`src/hw/rtl/slfr_pkg.sv`:
```
// ----------------------------------------------------------------------------
// slfr_pkg: shared types and constants of the sync/length frame receiver
// Holds the status codes, the result bundle and the CRC-8 byte update.
// ----------------------------------------------------------------------------
`default_nettype none

package slfr_pkg;

    localparam logic [7:0] SYNC_FIRST     = 8'h55;
    localparam logic [7:0] SYNC_SECOND    = 8'hAA;
    localparam logic [7:0] CRC_POLY       = 8'h1D;
    localparam logic [7:0] MIN_FRAME_LEN  = 8'd5;
    localparam logic [7:0] MAX_LEN_RESET  = 8'd64;

    localparam int unsigned APB_ADDR_W = 3;
    localparam int unsigned APB_DATA_W = 32;

    // Register indexes within the configuration space.
    localparam logic REG_MAX_FRAME_LENGTH = 1'b0;

    typedef enum logic [2:0] {
        ST_HUNT      = 3'd0,
        ST_IN_FRAME  = 3'd1,
        ST_GOOD      = 3'd2,
        ST_CRC_ERROR = 3'd3,
        ST_TOO_LONG  = 3'd4,
        ST_TOO_SHORT = 3'd5
    } status_t;

    typedef struct packed {
        status_t    status;
        logic       payload_valid;
        logic [7:0] byte_index;
        logic [7:0] frame_command;
        logic [7:0] frame_length;
    } slfr_result_t;

    // One byte of CRC-8 (MSB first, no reflection): eight shift steps.
    function automatic logic [7:0] crc8_update(input logic [7:0] crc, input logic [7:0] data);
        logic [7:0] v;
        v = crc ^ data;
        for (int i = 0; i < 8; i++) begin
            if (v[7])
            begin
                v = {v[6:0], 1'b0} ^ CRC_POLY;
            end
            else
            begin
                v = {v[6:0], 1'b0};
            end
        end
        return v;
    endfunction

endpackage

`default_nettype wire

```
`src/hw/rtl/slfr_regs.sv`:
```
// ----------------------------------------------------------------------------
// slfr_regs: APB register file
// Holds the maximum frame length register, written and read over APB.
// ----------------------------------------------------------------------------
`default_nettype none

module slfr_regs (
    input  wire logic                             clk,
    input  wire logic                             rst_n,
    input  wire logic                             psel,
    input  wire logic                             penable,
    input  wire logic                             pwrite,
    input  wire logic [slfr_pkg::APB_ADDR_W-1:0]  paddr,
    input  wire logic [slfr_pkg::APB_DATA_W-1:0]  pwdata,
    output logic      [slfr_pkg::APB_DATA_W-1:0]  prdata,
    output logic                                  pready,
    output logic      [7:0]                       max_frame_length
);

    logic [7:0] max_len_reg;
    logic [7:0] max_len_next;
    logic       wr_en;
    logic       reg_sel;

    // Registers sit on 32-bit words; the word index is above the byte offset.
    assign reg_sel = paddr[2];
    assign wr_en   = psel && penable && pwrite;

    always_comb
    begin
        max_len_next = max_len_reg;
        if (wr_en && (reg_sel == slfr_pkg::REG_MAX_FRAME_LENGTH))
        begin
            max_len_next = pwdata[7:0];
        end
    end

    always_ff @(posedge clk or negedge rst_n)
    begin
        if (!rst_n)
        begin
            max_len_reg <= slfr_pkg::MAX_LEN_RESET;
        end
        else
        begin
            max_len_reg <= max_len_next;
        end
    end

    always_comb
    begin
        if (reg_sel == slfr_pkg::REG_MAX_FRAME_LENGTH)
        begin
            prdata = {{(slfr_pkg::APB_DATA_W-8){1'b0}}, max_len_reg};
        end
        else
        begin
            prdata = '0;
        end
    end

    assign pready           = 1'b1;
    assign max_frame_length = max_len_reg;

endmodule

`default_nettype wire

```
`src/hw/rtl/slfr_parser.sv`:
```
// ----------------------------------------------------------------------------
// slfr_parser: frame parser state and per-byte decision logic
// Tracks position, running CRC, length and command, and forms one result.
// ----------------------------------------------------------------------------
`default_nettype none

module slfr_parser (
    input  wire logic                   clk,
    input  wire logic                   rst_n,
    input  wire logic                   step_en,
    input  wire logic [7:0]             data_byte,
    input  wire logic [7:0]             max_frame_length,
    output slfr_pkg::slfr_result_t      result
);

    logic [7:0] position_reg;
    logic [7:0] position_next;
    logic [7:0] crc_reg;
    logic [7:0] crc_next;
    logic [7:0] length_reg;
    logic [7:0] length_next;
    logic [7:0] command_reg;
    logic [7:0] command_next;
    logic [7:0] crc_step;
    logic       last_byte;

    // The CRC seed is zero for the first sync byte, so a cleared running CRC serves.
    assign crc_step  = slfr_pkg::crc8_update((position_reg == 8'd0) ? 8'd0 : crc_reg,
                                             data_byte);
    assign last_byte = ({1'b0, position_reg} + 9'd1) >= {1'b0, length_reg};

    always_comb
    begin
        position_next        = position_reg;
        crc_next             = crc_reg;
        length_next          = length_reg;
        command_next         = command_reg;
        result.status        = slfr_pkg::ST_HUNT;
        result.payload_valid = 1'b0;
        result.byte_index    = position_reg;

        priority if (position_reg == 8'd0)
        begin
            if (data_byte == slfr_pkg::SYNC_FIRST)
            begin
                length_next   = 8'd0;
                command_next  = 8'd0;
                crc_next      = crc_step;
                position_next = 8'd1;
                result.status = slfr_pkg::ST_IN_FRAME;
            end
        end
        else if (position_reg == 8'd1)
        begin
            // A wrong second sync byte is dropped, not taken as a new first sync.
            if (data_byte == slfr_pkg::SYNC_SECOND)
            begin
                crc_next      = crc_step;
                position_next = 8'd2;
                result.status = slfr_pkg::ST_IN_FRAME;
            end
            else
            begin
                crc_next      = 8'd0;
                position_next = 8'd0;
            end
        end
        else if (position_reg == 8'd2)
        begin
            length_next = data_byte;
            priority if (data_byte < slfr_pkg::MIN_FRAME_LEN)
            begin
                result.status = slfr_pkg::ST_TOO_SHORT;
                crc_next      = 8'd0;
                position_next = 8'd0;
            end
            else if (data_byte > max_frame_length)
            begin
                result.status = slfr_pkg::ST_TOO_LONG;
                crc_next      = 8'd0;
                position_next = 8'd0;
            end
            else
            begin
                crc_next      = crc_step;
                position_next = 8'd3;
                result.status = slfr_pkg::ST_IN_FRAME;
            end
        end
        else if (position_reg == 8'd3)
        begin
            command_next  = data_byte;
            crc_next      = crc_step;
            position_next = 8'd4;
            result.status = slfr_pkg::ST_IN_FRAME;
        end
        else if (last_byte)
        begin
            result.status = (data_byte == crc_reg) ? slfr_pkg::ST_GOOD
                                                   : slfr_pkg::ST_CRC_ERROR;
            crc_next      = 8'd0;
            position_next = 8'd0;
        end
        else
        begin
            result.payload_valid = 1'b1;
            crc_next             = crc_step;
            position_next        = position_reg + 8'd1;
            result.status        = slfr_pkg::ST_IN_FRAME;
        end

        result.frame_command = command_next;
        result.frame_length  = length_next;
    end

    always_ff @(posedge clk or negedge rst_n)
    begin
        if (!rst_n)
        begin
            position_reg <= 8'd0;
            crc_reg      <= 8'd0;
            length_reg   <= 8'd0;
            command_reg  <= 8'd0;
        end
        else if (step_en)
        begin
            position_reg <= position_next;
            crc_reg      <= crc_next;
            length_reg   <= length_next;
            command_reg  <= command_next;
        end
    end

endmodule

`default_nettype wire

```
`src/hw/rtl/sync_length_frame_receiver_crc8.sv`:
```
// ----------------------------------------------------------------------------
// sync_length_frame_receiver_crc8: sync/length framed receiver with CRC-8
// Hunts for 0x55 0xAA, checks length and CRC-8 (poly 0x1D), passes bytes on.
// ----------------------------------------------------------------------------
// Usage:
// Received bytes arrive on the input channel (in_valid, in_stall, rx_byte).
// Each byte gives exactly one result transfer on the output channel
// (out_valid, out_stall and the result fields): status, the byte itself, a
// payload flag, its index in the frame and the frame's length and command.
// A byte is captured in an input register; the parser decides on it once
// the result register is empty or being emptied, and loads the result register.
// The block takes one byte every cycle while the output is not stalled; the
// parser's one-byte CRC update sits between the two registers.
// When the receiver stalls, the result register holds and the input register
// keeps one more byte; after that in_stall is raised until the stall clears.
// Reset empties both registers, returns the parser to hunting with a zero CRC,
// length and command, and sets max_frame_length to 64. The user must write the
// register over APB only while no byte is in flight; the block does not enforce it.
// ----------------------------------------------------------------------------
`default_nettype none

module sync_length_frame_receiver_crc8 (
    input  wire logic                             clk,
    input  wire logic                             rst_n,
    // input channel
    input  wire logic                             in_valid,
    output logic                                  in_stall,
    input  wire logic [7:0]                       rx_byte,
    // output channel
    output logic                                  out_valid,
    input  wire logic                             out_stall,
    output logic      [2:0]                       status,
    output logic      [7:0]                       byte_out,
    output logic                                  payload_valid,
    output logic      [7:0]                       byte_index,
    output logic      [7:0]                       frame_command,
    output logic      [7:0]                       frame_length,
    // configuration port
    input  wire logic                             psel,
    input  wire logic                             penable,
    input  wire logic                             pwrite,
    input  wire logic [slfr_pkg::APB_ADDR_W-1:0]  paddr,
    input  wire logic [slfr_pkg::APB_DATA_W-1:0]  pwdata,
    output logic      [slfr_pkg::APB_DATA_W-1:0]  prdata,
    output logic                                  pready
);

    logic                   in_valid_reg;
    logic [7:0]             in_byte_reg;
    logic                   out_valid_reg;
    slfr_pkg::slfr_result_t res_reg;
    logic [7:0]             byte_out_reg;
    slfr_pkg::slfr_result_t step_result;
    logic [7:0]             max_frame_length;
    logic                   step_en;
    logic                   in_load;

    slfr_regs u_regs (
        .clk              (clk),
        .rst_n            (rst_n),
        .psel             (psel),
        .penable          (penable),
        .pwrite           (pwrite),
        .paddr            (paddr),
        .pwdata           (pwdata),
        .prdata           (prdata),
        .pready           (pready),
        .max_frame_length (max_frame_length)
    );

    // The held byte moves on whenever the result register is empty or its
    // current transfer completes in this cycle.
    assign step_en  = in_valid_reg && (!out_valid_reg || !out_stall);
    assign in_stall = in_valid_reg && !step_en;
    assign in_load  = in_valid && !in_stall;

    slfr_parser u_parser (
        .clk              (clk),
        .rst_n            (rst_n),
        .step_en          (step_en),
        .data_byte        (in_byte_reg),
        .max_frame_length (max_frame_length),
        .result           (step_result)
    );

    // Input register.
    always_ff @(posedge clk or negedge rst_n)
    begin
        if (!rst_n)
        begin
            in_valid_reg <= 1'b0;
        end
        else if (!in_stall)
        begin
            in_valid_reg <= in_valid;
        end
    end

    always_ff @(posedge clk)
    begin
        if (in_load)
        begin
            in_byte_reg <= rx_byte;
        end
    end

    // Result register.
    always_ff @(posedge clk or negedge rst_n)
    begin
        if (!rst_n)
        begin
            out_valid_reg <= 1'b0;
        end
        else if (step_en)
        begin
            out_valid_reg <= 1'b1;
        end
        else if (!out_stall)
        begin
            out_valid_reg <= 1'b0;
        end
    end

    always_ff @(posedge clk)
    begin
        if (step_en)
        begin
            res_reg      <= step_result;
            byte_out_reg <= in_byte_reg;
        end
    end

    assign out_valid     = out_valid_reg;
    assign status        = res_reg.status;
    assign byte_out      = byte_out_reg;
    assign payload_valid = res_reg.payload_valid;
    assign byte_index    = res_reg.byte_index;
    assign frame_command = res_reg.frame_command;
    assign frame_length  = res_reg.frame_length;

endmodule

`default_nettype wire

```
`config.mk`:
```
export PLATFORM = sky130hd
export DESIGN_NAME = sync_length_frame_receiver_crc8
export DESIGN_NICKNAME = d
export VERILOG_FILES = /design/src/hw/rtl/slfr_pkg.sv /design/src/hw/rtl/slfr_regs.sv /design/src/hw/rtl/slfr_parser.sv /design/src/hw/rtl/sync_length_frame_receiver_crc8.sv
export SDC_FILE = /design/constraint.sdc
export NUM_CORES = 1
export LEC_CHECK = 0
export BUFFER_PORTS_ARGS = -buffer_cell sky130_fd_sc_hd__clkbuf_2
export CAP_MARGIN = 20
export CORE_ASPECT_RATIO = 1.2
export CORE_MARGIN = 2
export CORE_UTILIZATION = 40
export CTS_CLUSTER_DIAMETER = 150
export CTS_CLUSTER_SIZE = 24
export DETAILED_ROUTE_END_ITERATION = 10
export PLACE_DENSITY = 0.72
export SYNTH_ARGS = -nofsm -noshare
export SYNTH_HDL_FRONTEND = slang
export SYNTH_HIERARCHICAL = 1
export SYNTH_SLANG_ARGS = --single-unit
```
`constraint.sdc`:
```
create_clock -name clk -period 7 [get_ports clk]
set_input_delay 0.35 -clock clk [delete_from_list [all_inputs] [get_ports clk]]
set_output_delay 0.35 -clock clk [all_outputs]
set_load 0.05 [all_outputs]
```
==> results.toml <==
[timing]
rsz0062_at_grt = "false"
hold_ws_ps = 84.4
min_period_ps = 3220
max_slew.worst_pin.slew_ps = 837
final-hold-violation-count = 0
slew_headroom_pct = 43.8
min_period_over_period_pct = 46.0
setup_viol = 0
setup_ws_ps = 3780
finClkSkew_ps = 9.42
fmax_ghz = 0.311
drv_slew = 0
fin_tns_setup_ps = 0

[clocking]
post_cts.repair.setup_buffers = 0
clock_sinks = 86
path_clk_slew_ps = 70
cts_tree = "yes"
cts_made_buffers = 9
cts_root_buf = "clkbuf_16"
post_cts_resized = 0
ctsHoldBuffers = 0
clockBufferDepth = 2
htree_levels = 3
clk_latency_ps = 340

[synth]
synth_edf_count = 44
netlist_instances = 410
synth_area_mm2 = 0.00479
ys_ff_latch = 86
ys_dominant_reg_cell = "edfxtp_1"
yosysSeqAreaShare_pct = 49.5
yosys.area.top_type = "edfxtp_1"
ys.warnings.count = 6
async_flop_share_pct = 48.8
avgSynthCellArea_um2 = 11.7
ys_top_cells_by_area = "edfxtp_1 28%, dfrtp_1 21%, a22o_1 7.3%, ha_1 5.5%, xnor2_1 4.9%"
synth_top_area_share_pct = 27.6
synth.distinct_cells = 57

[pwr]
power_frac_clock_pct = 19.3
p_sw_share_pct = 42.5
seqPwrFrac_pct = 33.8
internal_power_w = 0.00133
power.switching_w = 0.000983
combPwrFrac_pct = 46.9
peakVddDrop_v = 0.000157
p_leak_nw = 2.43
p_per_area_mw_per_mm2 = 425

[placed_design]
gp_congestion = 0.921
io_buffers = 69
place_ws_ps = 3880
post-dp-hpwl_um = 7000

[setup_path]
crit_fanout = 8
slowest_delay_ps = 510
worst_setup_path_end_kind = "flop"
path_cells = "and3_1, and3_1, nand3_1, xnor2_1, ha_1, nand3_1, o22ai_1, a311oi_1, o21ai_2, a221oi_4, a22o_1"
cpMaxStageDelayCell = "a221oi_4"
arrival_ps = 3500
rrSetupSlack_ps = 3780
critical-path-top-delay-family = "compound AO/OA/AOI/OAI gates"
start_kind = "flop"
worstPathRequired_ps = 7280
worstSetupPathType = "flop to flop"
path_buf_inv = 0

[cells_and_area]
fillers = 1077
synthToLayoutAreaGrowth_pct = 13.7
nets = 543
antennaDiodeCount = 0
drive_gt1_share_pct = 26.2
fin_util_pct = 46.9

[global_route]
grt_pass1_vias = 3130
grt_usage_pct = 15.8
grt_pass1_wl_um = 15800
gr-total-overflow = 0
grt_max_degree = 50
antenna_found_initial = 0

[worst_hold_path]
holdCritPathClass = "input pin to async pin"

[die]
core_mm2 = 0.0116
die_w_um = 104
die-area_mm2 = 0.0129
core.rowCount = 43
io_pins = 121
initial_core_util_pct = 41.2
die_h_um = 124

[route]
num_vias = 3300
drt_pass1_iterations = 5
drt_iter0_markers = 194
route.antenna.remaining_nets = 0
vias_per_cell = 5.21
wl_per_cell_um = 15.6
wl_um = 9880
drc = 0

[run]
cap_violations = 0

[status]
outcome = "finished, final reports clean"
==> area by class of cell <==
type | count | area, µm² | area share [%]
flip-flops and latches | 86 | 2370 | 43.6
multi-input cells | 280 | 2150 | 39.4
repair buffers | 71 | 360 | 6.61
clock buffers | 9 | 225 | 4.13
well taps | 157 | 196 | 3.61
inverters | 24 | 90.1 | 1.65
clock inverters | 7 | 56.3 | 1.03
==> worst paths after layout <==
path                                                      startpoint                                     end  cells after the start
worst max register to register  u_parser/position_reg[2]$_DFFE_PN0P_         u_parser/crc_reg[7]$_DFFE_PN0P_                     11
worst min-delay path                                           rst_n     u_parser/command_reg[4]$_DFFE_PN0P_                      2
worst max-delay path            u_parser/position_reg[2]$_DFFE_PN0P_         u_parser/crc_reg[7]$_DFFE_PN0P_                     11
max in group asynchronous                                      rst_n  u_regs/max_frame_length[6]$_DFFE_PN1P_                      2
worst min register to register   u_parser/command_reg[1]$_DFFE_PN0P_     u_parser/command_reg[1]$_DFFE_PN0P_                      1
min in group clk                                          rx_byte[3]                in_byte_reg[3]$_DFFE_PP_                      1
==> cells in the final DEF, fill, tap and decap left out, types with 3 or more instances in the layout <==
master      netlist  routed
and2b_2           8       8
clkbuf_2          0      69
o22ai_1           3       3
edfxtp_1         44      44
and2_1            3       3
nor2_1            9       9
mux2_2            8       8
o31ai_1           3       3
nand2_1          23      23
a32o_1            4       4
dfrtp_1          41      41
nand2b_1          5       5
a22o_1           40      40
o21ai_0          10      10
a21oi_1          10      10
nor4_1            3       3
nand4_1           3       3
nor2b_1           3       3
xor2_1           25      25
inv_1            24      24
clkinvlp_4        0       3
ha_1             21      21
nand3_1           9       9
clkbuf_16         0       9
xnor2_1          27      27
conb_1            2      25
o211ai_1          3       3
==> through the flow <==
stage / cells / total power [W] / instance area [µm²]
floorplan: 433 / 0.00166 / 4880
CTS: 634 / 0.00232 / 5450
detailed placement: 618 / 0.00186 / 5170
global placement: 618 / 0.00184 / 5170
global route: 634 / 0.00246 / 5450
finish: 634 / 0.00231 / 5450
==> synth_stat cells (2+ instances only) <==
| cell | count |
|---|---|
| a21o_1 | 2 |
| a21oi_1 | 10 |
| a22o_1 | 40 |
| a32o_1 | 4 |
| and2_1 | 3 |
| and2b_2 | 8 |
| and3_1 | 2 |
| buf_2 | 9 |
| buf_4 | 25 |
| buf_6 | 2 |
| clkbuf_1 | 7 |
| conb_1 | 2 |
| dfrtp_1 | 41 |
| edfxtp_1 | 44 |
| ha_1 | 21 |
| inv_1 | 24 |
| mux2_2 | 8 |
| nand2_1 | 23 |
| nand2b_1 | 5 |
| nand3_1 | 9 |
| nand4_1 | 3 |
| nor2_1 | 9 |
| nor2b_1 | 3 |
| nor3_1 | 2 |
| nor3_2 | 2 |
| nor4_1 | 3 |
| nor4_2 | 2 |
| o211ai_1 | 3 |
| o21ai_0 | 10 |
| o22ai_1 | 3 |
| o31ai_1 | 3 |
| o41ai_1 | 2 |
| or2_2 | 2 |
| xnor2_1 | 27 |
| xor2_1 | 25 |
==> power by group through the flow <==
stage	sequential (W)	clock [W]	combinational, W
2_1_floorplan	0.000887	0	0.000775
3_3_place_gp	0.000786	0	0.00105
3_5_place_dp	0.000791	0	0.00107
4_1_cts	0.000783	0.000457	0.00108
5_1_grt	0.000797	0.000478	0.00118
6_report	0.000782	0.000445	0.00109
==> per-layer routing <==
metal	vias up	wire length, µm	global-route usage [%]
met4	0	194	6.84
met1	1621	4150	19.0
li1	1539	-	-
met5	-	0	0
met3	19	534	3.30
met2	121	5000	27.6
==> kinds of logic after synthesis <==
logic type                 count (synthesis)  synth area share [%]
buffers and inverters                     67                  7.75
and+or+nand+nor                           88                  11.2
xor gates and xnor gates                  53                  9.84
muxes                                      8                  1.88
other                                      2                 0.157
AOI/OAI and AO/OA                         85                  14.2
adders and majority gates                 21                  5.48
DFF                                       86                  49.5
Power figures use the tool's default switching activity.
